$ cat config.mk
export PLATFORM = sky130hd
export DESIGN_NAME = dxt_block_decoder_unit_flat
export DESIGN_NICKNAME = d
export VERILOG_FILES = /design/src/dxt_pkg.sv /design/src/dxt_if.sv /design/src/dxt_block_decoder_unit.sv /design/src/dxt_expand.sv /design/src/dxt_interp.sv /design/src/dxt_serial.sv /design/src/flat_wrapper.sv
export SDC_FILE = /design/constraint.sdc
export NUM_CORES = 2
export LEC_CHECK = 0
export BUFFER_PORTS_ARGS = -buffer_cell sky130_fd_sc_hd__buf_4
export CAP_MARGIN = 40
export CORE_MARGIN = 1
export CORE_UTILIZATION = 65
export CTS_CLUSTER_DIAMETER = 40
export DETAILED_ROUTE_END_ITERATION = 6
export PLACE_DENSITY = 0.82
export REMOVE_ABC_BUFFERS = 1
export SKIP_CTS_REPAIR_TIMING = 1
export SLEW_MARGIN = 10
export SYNTH_ARGS = -nofsm -noshare
export SYNTH_HDL_FRONTEND = slang
export SYNTH_SLANG_ARGS = --single-unit
$ cat constraint.sdc
create_clock -name clk -period 44.3 [get_ports clk]
set_clock_uncertainty 0.2 [all_clocks]
set_input_delay 8.86 -clock clk [delete_from_list [all_inputs] [get_ports clk]]
set_output_delay 8.86 -clock clk [all_outputs]
set_load 0.01 [all_outputs]
$ cat src/dxt_pkg.sv
// Shared types, format codes and constant-divide helpers for the DXT block decoder.
package dxt_pkg;

  // Block format codes held in the format register
  typedef enum logic [1:0] {
    FMT_DXT1 = 2'd0,
    FMT_DXT3 = 2'd1,
    FMT_DXT5 = 2'd2
  } fmt_t;

  // One colour as blue, green, red bytes
  typedef struct packed {
    logic [7:0] b;
    logic [7:0] g;
    logic [7:0] r;
  } bgr_t;

  // One compressed block as it arrives
  typedef struct packed {
    logic [63:0] color_bits;
    logic [63:0] alpha_bits;
  } blk_t;

  // Block after endpoint expansion and alpha palette build
  typedef struct packed {
    bgr_t            ep0;
    bgr_t            ep1;
    logic            four_col;
    logic [31:0]     cidx;
    logic [7:0][7:0] apal;
    logic [63:0]     alpha_bits;
  } exp_t;

  // Block with full colour and alpha palettes
  typedef struct packed {
    bgr_t [3:0]      cpal;
    logic            four_col;
    logic [31:0]     cidx;
    logic [7:0][7:0] apal;
    logic [63:0]     alpha_bits;
  } pal_t;

  // One decoded pixel
  typedef struct packed {
    logic [3:0] pixel_index;
    logic [7:0] blue;
    logic [7:0] green;
    logic [7:0] red;
    logic [7:0] alpha;
    logic       last_pixel;
  } pix_t;

  localparam logic [3:0] LAST_PIX = 4'd15;

  // x*255/31, truncated, by reciprocal multiply (exact for x < 32)
  function automatic logic [7:0] expand5(input logic [4:0] x);
    logic [26:0] p;
    p = 27'(x) * 27'd2156535;
    return p[25:18];
  endfunction

  // x*255/63, truncated, by reciprocal multiply (exact for x < 64)
  function automatic logic [7:0] expand6(input logic [5:0] x);
    logic [27:0] p;
    p = 28'(x) * 28'd4244475;
    return p[27:20];
  endfunction

  // v/3 for v <= 765
  function automatic logic [7:0] div3(input logic [9:0] v);
    logic [20:0] p;
    p = 21'(v) * 21'd683;
    return p[18:11];
  endfunction

  // v/5 for v <= 1275
  function automatic logic [7:0] div5(input logic [10:0] v);
    logic [21:0] p;
    p = 22'(v) * 22'd1639;
    return p[20:13];
  endfunction

  // v/7 for v <= 1785
  function automatic logic [7:0] div7(input logic [10:0] v);
    logic [24:0] p;
    p = 25'(v) * 25'd2341;
    return p[21:14];
  endfunction

endpackage

$ cat src/dxt_if.sv
// Valid/ready channel interfaces for compressed blocks and decoded pixels.
interface dxt_blk_if;
  logic        valid;
  logic        ready;
  logic [63:0] color_bits;
  logic [63:0] alpha_bits;

  modport source (output valid, output color_bits, output alpha_bits, input ready);
  modport sink   (input valid, input color_bits, input alpha_bits, output ready);
endinterface

interface dxt_pix_if;
  logic       valid;
  logic       ready;
  logic [3:0] pixel_index;
  logic [7:0] blue;
  logic [7:0] green;
  logic [7:0] red;
  logic [7:0] alpha;
  logic       last_pixel;

  modport source (output valid, output pixel_index, output blue, output green,
                  output red, output alpha, output last_pixel, input ready);
  modport sink   (input valid, input pixel_index, input blue, input green,
                  input red, input alpha, input last_pixel, output ready);
endinterface

$ cat src/dxt_block_decoder_unit.sv
// Top level of the DXT1/DXT3/DXT5 block decoder.
//
//  channel   dir  handshake     payload
//  blocks    in   valid/ready   color_bits[63:0], alpha_bits[63:0]
//  pixels    out  valid/ready   pixel_index, blue, green, red, alpha, last_pixel
//  cfg       in   cfg_wr_en     cfg_wr_data[1:0] -> block format
//
// Each block gives sixteen pixel words, one per cycle while pixels.ready is high;
// the pixel sequencer stepping through the held palette sets this rate.
// Registers in order: input, expanded-block, palette, block holding, result.
// rst is synchronous: it empties all stages and sets the format to DXT1.
// A stalled pixel channel holds the current word; up to three further blocks
// queue in the expand and palette stages before blocks.ready drops.
module dxt_block_decoder_unit (
  input  logic       clk,
  input  logic       rst,
  input  logic       cfg_wr_en,
  input  logic [1:0] cfg_wr_data,
  dxt_blk_if.sink    blocks,
  dxt_pix_if.source  pixels
);
  import dxt_pkg::*;

  logic [1:0] block_format;
  blk_t       blk_in;
  logic       e_valid;
  logic       e_ready;
  exp_t       e_data;
  logic       p_valid;
  logic       p_ready;
  pal_t       p_data;
  pix_t       pix;

  // format register
  always_ff @(posedge clk) begin
    if (rst) begin
      block_format <= FMT_DXT1;
    end else if (cfg_wr_en) begin
      block_format <= cfg_wr_data;
    end
  end

  assign blk_in.color_bits = blocks.color_bits;
  assign blk_in.alpha_bits = blocks.alpha_bits;

  dxt_expand u_expand (
    .clk       (clk),
    .rst       (rst),
    .in_valid  (blocks.valid),
    .in_data   (blk_in),
    .in_ready  (blocks.ready),
    .out_valid (e_valid),
    .out_data  (e_data),
    .out_ready (e_ready)
  );

  dxt_interp u_interp (
    .clk       (clk),
    .rst       (rst),
    .in_valid  (e_valid),
    .in_data   (e_data),
    .in_ready  (e_ready),
    .out_valid (p_valid),
    .out_data  (p_data),
    .out_ready (p_ready)
  );

  dxt_serial u_serial (
    .clk       (clk),
    .rst       (rst),
    .fmt       (block_format),
    .in_valid  (p_valid),
    .in_data   (p_data),
    .in_ready  (p_ready),
    .out_valid (pixels.valid),
    .out_data  (pix),
    .out_ready (pixels.ready)
  );

  assign pixels.pixel_index = pix.pixel_index;
  assign pixels.blue        = pix.blue;
  assign pixels.green       = pix.green;
  assign pixels.red         = pix.red;
  assign pixels.alpha       = pix.alpha;
  assign pixels.last_pixel  = pix.last_pixel;

endmodule

$ cat src/dxt_expand.sv
// Input register, RGB565 endpoint expansion and DXT5 alpha palette stage.
module dxt_expand (
  input  logic          clk,
  input  logic          rst,
  input  logic          in_valid,
  input  dxt_pkg::blk_t in_data,
  output logic          in_ready,
  output logic          out_valid,
  output dxt_pkg::exp_t out_data,
  input  logic          out_ready
);
  import dxt_pkg::*;

  logic a_valid;
  blk_t a_blk;
  logic a_ready;
  logic e_load;
  exp_t e_next;

  logic [15:0] e0;
  logic [15:0] e1;
  logic [7:0]  a0;
  logic [7:0]  a1;

  assign e_load   = !out_valid || out_ready;
  assign a_ready  = !a_valid || e_load;
  assign in_ready = a_ready;

  // input register
  always_ff @(posedge clk) begin
    if (rst) begin
      a_valid <= 1'b0;
    end else if (a_ready) begin
      a_valid <= in_valid;
    end
    if (a_ready && in_valid) begin
      a_blk <= in_data;
    end
  end

  assign e0 = a_blk.color_bits[15:0];
  assign e1 = a_blk.color_bits[31:16];
  assign a0 = a_blk.alpha_bits[7:0];
  assign a1 = a_blk.alpha_bits[15:8];

  // endpoints and alpha palette
  always_comb begin
    e_next.ep0.b      = expand5(e0[4:0]);
    e_next.ep0.g      = expand6(e0[10:5]);
    e_next.ep0.r      = expand5(e0[15:11]);
    e_next.ep1.b      = expand5(e1[4:0]);
    e_next.ep1.g      = expand6(e1[10:5]);
    e_next.ep1.r      = expand5(e1[15:11]);
    e_next.four_col   = (e0 > e1);
    e_next.cidx       = a_blk.color_bits[63:32];
    e_next.alpha_bits = a_blk.alpha_bits;
    e_next.apal[0]    = a0;
    e_next.apal[1]    = a1;
    if (a0 > a1) begin
      // seven-step ramp
      for (int i = 0; i < 6; i++) begin
        e_next.apal[2 + i] = div7(11'(a0) * 11'(6 - i) + 11'(a1) * 11'(1 + i));
      end
    end else begin
      // five-step ramp plus fully transparent and fully opaque
      for (int i = 0; i < 4; i++) begin
        e_next.apal[2 + i] = div5(11'(a0) * 11'(4 - i) + 11'(a1) * 11'(1 + i));
      end
      e_next.apal[6] = 8'd0;
      e_next.apal[7] = 8'd255;
    end
  end

  // expanded-block register
  always_ff @(posedge clk) begin
    if (rst) begin
      out_valid <= 1'b0;
    end else if (e_load) begin
      out_valid <= a_valid;
    end
    if (e_load && a_valid) begin
      out_data <= e_next;
    end
  end

endmodule

$ cat src/dxt_interp.sv
// Colour palette stage: interpolated entries two and three from the endpoints.
module dxt_interp (
  input  logic          clk,
  input  logic          rst,
  input  logic          in_valid,
  input  dxt_pkg::exp_t in_data,
  output logic          in_ready,
  output logic          out_valid,
  output dxt_pkg::pal_t out_data,
  input  logic          out_ready
);
  import dxt_pkg::*;

  pal_t p_next;

  // (2*c0 + c1) / 3
  function automatic logic [7:0] third(input logic [7:0] c0, input logic [7:0] c1);
    return div3({1'b0, c0, 1'b0} + 10'(c1));
  endfunction

  // (c0 + c1) / 2
  function automatic logic [7:0] half(input logic [7:0] c0, input logic [7:0] c1);
    logic [8:0] s;
    s = 9'(c0) + 9'(c1);
    return s[8:1];
  endfunction

  assign in_ready = !out_valid || out_ready;

  // four-colour or three-colour-plus-black palette
  always_comb begin
    p_next.cpal[0]    = in_data.ep0;
    p_next.cpal[1]    = in_data.ep1;
    p_next.four_col   = in_data.four_col;
    p_next.cidx       = in_data.cidx;
    p_next.apal       = in_data.apal;
    p_next.alpha_bits = in_data.alpha_bits;
    if (in_data.four_col) begin
      p_next.cpal[2].b = third(in_data.ep0.b, in_data.ep1.b);
      p_next.cpal[2].g = third(in_data.ep0.g, in_data.ep1.g);
      p_next.cpal[2].r = third(in_data.ep0.r, in_data.ep1.r);
      p_next.cpal[3].b = third(in_data.ep1.b, in_data.ep0.b);
      p_next.cpal[3].g = third(in_data.ep1.g, in_data.ep0.g);
      p_next.cpal[3].r = third(in_data.ep1.r, in_data.ep0.r);
    end else begin
      p_next.cpal[2].b = half(in_data.ep0.b, in_data.ep1.b);
      p_next.cpal[2].g = half(in_data.ep0.g, in_data.ep1.g);
      p_next.cpal[2].r = half(in_data.ep0.r, in_data.ep1.r);
      p_next.cpal[3]   = '0;
    end
  end

  // palette register
  always_ff @(posedge clk) begin
    if (rst) begin
      out_valid <= 1'b0;
    end else if (in_ready) begin
      out_valid <= in_valid;
    end
    if (in_ready && in_valid) begin
      out_data <= p_next;
    end
  end

endmodule

$ cat src/dxt_serial.sv
// Pixel sequencer: holds one block's palettes and emits sixteen pixels in raster order.
module dxt_serial (
  input  logic          clk,
  input  logic          rst,
  input  logic [1:0]    fmt,
  input  logic          in_valid,
  input  dxt_pkg::pal_t in_data,
  output logic          in_ready,
  output logic          out_valid,
  output dxt_pkg::pix_t out_data,
  input  logic          out_ready
);
  import dxt_pkg::*;

  logic       pvalid;
  pal_t       pal;
  logic [3:0] cnt;
  logic       ld;
  logic [1:0] ci;
  logic [3:0] a4;
  logic [2:0] ai;
  pix_t       pix_next;

  assign ld       = pvalid && (!out_valid || out_ready);
  assign in_ready = !pvalid || (ld && cnt == LAST_PIX);

  // block holding register and pixel counter
  always_ff @(posedge clk) begin
    if (rst) begin
      pvalid <= 1'b0;
      cnt    <= '0;
    end else begin
      if (in_ready) begin
        pvalid <= in_valid;
      end
      if (ld) begin
        cnt <= cnt + 4'd1;
      end
    end
    if (in_ready && in_valid) begin
      pal <= in_data;
    end
  end

  // per-pixel index fields
  assign ci = pal.cidx[{cnt, 1'b0} +: 2];
  assign a4 = pal.alpha_bits[{cnt, 2'b00} +: 4];
  assign ai = pal.alpha_bits[6'd16 + {2'b00, cnt} + {1'b0, cnt, 1'b0} +: 3];

  // pixel decode
  always_comb begin
    pix_next.pixel_index = cnt;
    pix_next.blue        = pal.cpal[ci].b;
    pix_next.green       = pal.cpal[ci].g;
    pix_next.red         = pal.cpal[ci].r;
    pix_next.last_pixel  = (cnt == LAST_PIX);
    unique case (fmt)
      FMT_DXT1: pix_next.alpha = (ci == 2'd3 && !pal.four_col) ? 8'd0 : 8'd255;
      FMT_DXT3: pix_next.alpha = {a4, a4};
      default:  pix_next.alpha = pal.apal[ai];
    endcase
  end

  // result register
  always_ff @(posedge clk) begin
    if (rst) begin
      out_valid <= 1'b0;
    end else if (!out_valid || out_ready) begin
      out_valid <= pvalid;
    end
    if (ld) begin
      out_data <= pix_next;
    end
  end

  // counter only runs while a block is held
  a_cnt_idle: assert property (@(posedge clk) disable iff (rst)
    !pvalid |-> cnt == 4'd0)
    else $error("pixel counter non-zero with no block held");

  // pixels of a block come out in order
  a_cnt_step: assert property (@(posedge clk) disable iff (rst)
    (ld && cnt != LAST_PIX) |=> cnt == $past(cnt) + 4'd1)
    else $error("pixel counter skipped");

  // a non-final pixel leaves its block still held
  a_blk_held: assert property (@(posedge clk) disable iff (rst)
    (out_valid && !out_data.last_pixel) |-> pvalid)
    else $error("block released before its last pixel");

endmodule

$ cat src/flat_wrapper.sv
// flat-port wrapper written by rule: the top's interface ports become plain ports
module dxt_block_decoder_unit_flat import dxt_pkg::*;
  (clk, rst, cfg_wr_en, cfg_wr_data, blocks_valid, blocks_color_bits, blocks_alpha_bits, blocks_ready, pixels_valid, pixels_pixel_index, pixels_blue, pixels_green, pixels_red, pixels_alpha, pixels_last_pixel, pixels_ready);
  dxt_blk_if blocks_i ();
  dxt_pix_if pixels_i ();
  input  logic clk;
  input  logic rst;
  input  logic cfg_wr_en;
  input  logic [1:0] cfg_wr_data;
  input wire logic [$bits(blocks_i.valid)-1:0] blocks_valid;
  input wire logic [$bits(blocks_i.color_bits)-1:0] blocks_color_bits;
  input wire logic [$bits(blocks_i.alpha_bits)-1:0] blocks_alpha_bits;
  output wire logic [$bits(blocks_i.ready)-1:0] blocks_ready;
  output wire logic [$bits(pixels_i.valid)-1:0] pixels_valid;
  output wire logic [$bits(pixels_i.pixel_index)-1:0] pixels_pixel_index;
  output wire logic [$bits(pixels_i.blue)-1:0] pixels_blue;
  output wire logic [$bits(pixels_i.green)-1:0] pixels_green;
  output wire logic [$bits(pixels_i.red)-1:0] pixels_red;
  output wire logic [$bits(pixels_i.alpha)-1:0] pixels_alpha;
  output wire logic [$bits(pixels_i.last_pixel)-1:0] pixels_last_pixel;
  input wire logic [$bits(pixels_i.ready)-1:0] pixels_ready;
  assign blocks_i.valid = blocks_valid;
  assign blocks_i.color_bits = blocks_color_bits;
  assign blocks_i.alpha_bits = blocks_alpha_bits;
  assign blocks_ready = blocks_i.ready;
  assign pixels_valid = pixels_i.valid;
  assign pixels_pixel_index = pixels_i.pixel_index;
  assign pixels_blue = pixels_i.blue;
  assign pixels_green = pixels_i.green;
  assign pixels_red = pixels_i.red;
  assign pixels_alpha = pixels_i.alpha;
  assign pixels_last_pixel = pixels_i.last_pixel;
  assign pixels_i.ready = pixels_ready;
  dxt_block_decoder_unit u_core (.clk(clk), .rst(rst), .cfg_wr_en(cfg_wr_en), .cfg_wr_data(cfg_wr_data), .blocks(blocks_i), .pixels(pixels_i));
endmodule
==> key figures <==
Route
  – WL met2: 74550 um
  – Top layer used by detailed routing: met5
  – Drt total wl: 149300 um
  – Vias per inst: 5.961
  – DR vias: 42843
  – Met3 WL post-DR: 8499 um
  – Wire per inst: 20.77 um
  – Routed Antenna Nets: 0
  – # DRC: 0
  – DRT met1 WL: 61450 um
  – First drt pass iteration count: 6
  – Initial DRC count: 2980

Clocking
  – Clock root buffer: clkbuf_16
  – Clock Path Buffers: 3
  – Clock transition at the registers of the reported paths: 0.07 ns
  – Clock latency on the worst-skew pair: 0.73 ns
  – Cts bufs inserted: 108
  – Depth of the CTS H-tree: 3
  – Clock sinks: 851
  – CTS tree: yes

Logic synthesis
  – Flops & latches, synth: 851
  – Post-synth top flop: edfxtp_1
  – Synth Cell Area: 0.06977 mm2
  – Synth async-reset ratio: 0
  – Biggest area consumer among synthesized cells: edfxtp_1
  – Seq/Total Area, Yosys: 0.3647
  – Number of flops mapped to enable cells by yosys: 840
  – Mapped Cells: 5427
  – Top post-synthesis cells by area: edfxtp_1 36%, ha_1 25%, fa_1 14%
  – Synth top area share: 0.3616
  – Yosys warnings: 0
  – Synthesized area per cell: 12.86 um2
  – Netlist cell types: 82

Floorplanning
  – Rows: 119
  – Core Footprint: 0.1059 mm2
  – Chip Width: 329.6 um
  – IO Count: 174
  – Die area: 0.1086 mm2
  – Die Ht: 329.6 um
  – Initial Utilization: 0.6590

STA
  – RSZ-0062 raised after global routing: false
  – Slew margin rel.: 0.3917
  – Setup TNS: 0 ns
  – Hold slack: 0.1818 ns
  – Fin. Hold Viols: 0
  – # setup viols final: 0
  – Tmin final: 19.25 ns
  – Worst-Margin Slew: 0.9125 ns
  – Final Cycle Share: 0.4346
  – Peak Freq: 0.05194 GHz
  – Slew Viols, Final: 0

Worst setup path
  – Critical-path cell list: buf_4, nor2b_1, o21a_1, nand4_1, buf_4
  – Delay-heaviest family, CP: simple AND/OR/NAND/NOR gates
  – Crit Path Max Fanout: 7
  – Worst EP required: 35.24 ns
  – Crit path buf inv count: 2
  – CP max stage delay: 0.45 ns
  – WP data arrival: 10.19 ns
  – CP max-delay cell: o21a_1
  – Crit path kind: in -> out
  – Worst setup SP type: input port
  – Crit path capture type: output port
  – Most frequent CP cell: buf_4

Finish
  – P&R area growth vs syn: 10.31%
  – Commonest non-fill, non-tap cell in the layout: ha_1
  – Seq. cell area: 0.02545 mm2
  – Nets: 7727
  – Final Non-Filler Cells: 7187
  – Number of antenna diodes: 0
  – Ratio of cells with drive above 1 in the final layout: 0.09541
  – Fill cell instance count of the final layout: 6705
  – Multi-input gate area: 0.04102 mm2
  – Commonest non-fill, non-tap cells in the layout: 1389 x ha_1, 840 x edfxtp_1, 815 x inv_1

Global routing
  – Vias in the first global route: 45423
  – Initial antenna violation count: 2
  – First-pass GRT wire length: 238700 um
  – GR Overflow Total: 0
  – GRT Util Overall: 0.2812
  – Largest net degree at the start of global routing: 69

Flow run
  – Max_cap viols: 0

Place
  – Post-DP HPWL: 112500 um
  – PortBufs: 173
  – Gpl congestion: 0.9079
  – Placed instance count: 6983

Status
  – Status: finished clean

Worst hold path
  – Hold Crit Class: reg -> reg
[flip-flops by register name (all words and copies together) (netlist names), 4 cells and up]
signal / count
u_core.u_expand.a0: 8
u_core.u_expand.a_blk: 112
u_core.u_expand.a1: 8
u_core.u_interp.out_data: 241
u_core.u_serial.cnt: 4
u_core.u_serial.pal: 241
u_core.u_expand.out_data: 193
u_core.u_serial.out_data: 37
[metal layers]
layer	up-vias	GRT usage
li1	20013	-
met1	21140	0.3689
met2	1350	0.4852
met3	338	0.03573
met4	2	0.09320
met5	-	0
[final timing paths]
kind | cells after the start | to | slack (ns) | start
min | 0 | u_core.u_interp.out_data[64] | 0.18 | u_core.u_expand.out_data[0]
min reg2reg | 0 | u_core.u_interp.out_data[64] | 0.18 | u_core.u_expand.out_data[0]
max | 5 | blocks_ready | 25.05 | pixels_ready
max reg2reg | 27 | u_core.u_expand.out_data[95] | 35.60 | u_core.u_expand.a0[0]
[area by class of cell]
class / count / share of cell area
clock inverters: 81 / 0.01388
flip-flops and latches: 851 / 0.3307
repair buffers: 221 / 0.02413
multi-input cells: 3709 / 0.5330
inverters: 815 / 0.03975
clock buffers: 119 / 0.03593
well taps: 1391 / 0.02262
[through the flow]
stage	worst slack, ns	instance area (um2)	utilization
after detailed placement	25.03	73030	0.6899
after CTS	25.03	76870	0.7261
final	25.05	76960	0.7269
after floorplan	16.37	69470	-
after global routing	24.97	76960	0.7269
after global placement	25.12	72830	0.6880
[synth_stat cells (28+ instances only)]
cell type,instances
mux4_2,97
nor3_1,41
nand2b_1,32
nand2_1,136
mux2i_1,45
xor2_1,97
and2_1,29
xnor2_1,218
inv_1,815
a21oi_1,244
nor2b_1,52
ha_1,1390
nand3_1,53
fa_1,496
o21ai_0,91
a211oi_1,29
o21bai_1,53
edfxtp_1,840
nor2_1,143
nand4_1,28
a21o_1,91
o21a_1,42
[cell families (layout without fill, tap and decap cells)]
group | Yosys count | after routing | share of synthesized area
simple gates | 598 | 598 | 0.04288
flops | 851 | 851 | 0.3647
xor+xnor | 318 | 318 | 0.04042
mux | 170 | 170 | 0.04412
compound gates | 737 | 737 | 0.06815
buf+inv | 867 | 1236 | 0.04810
fa+ha+maj | 1886 | 1886 | 0.3916
Power is left out: the tool's default activity adds up to more than one toggle a clock period on the data nets, which glitch-free logic cannot reach.
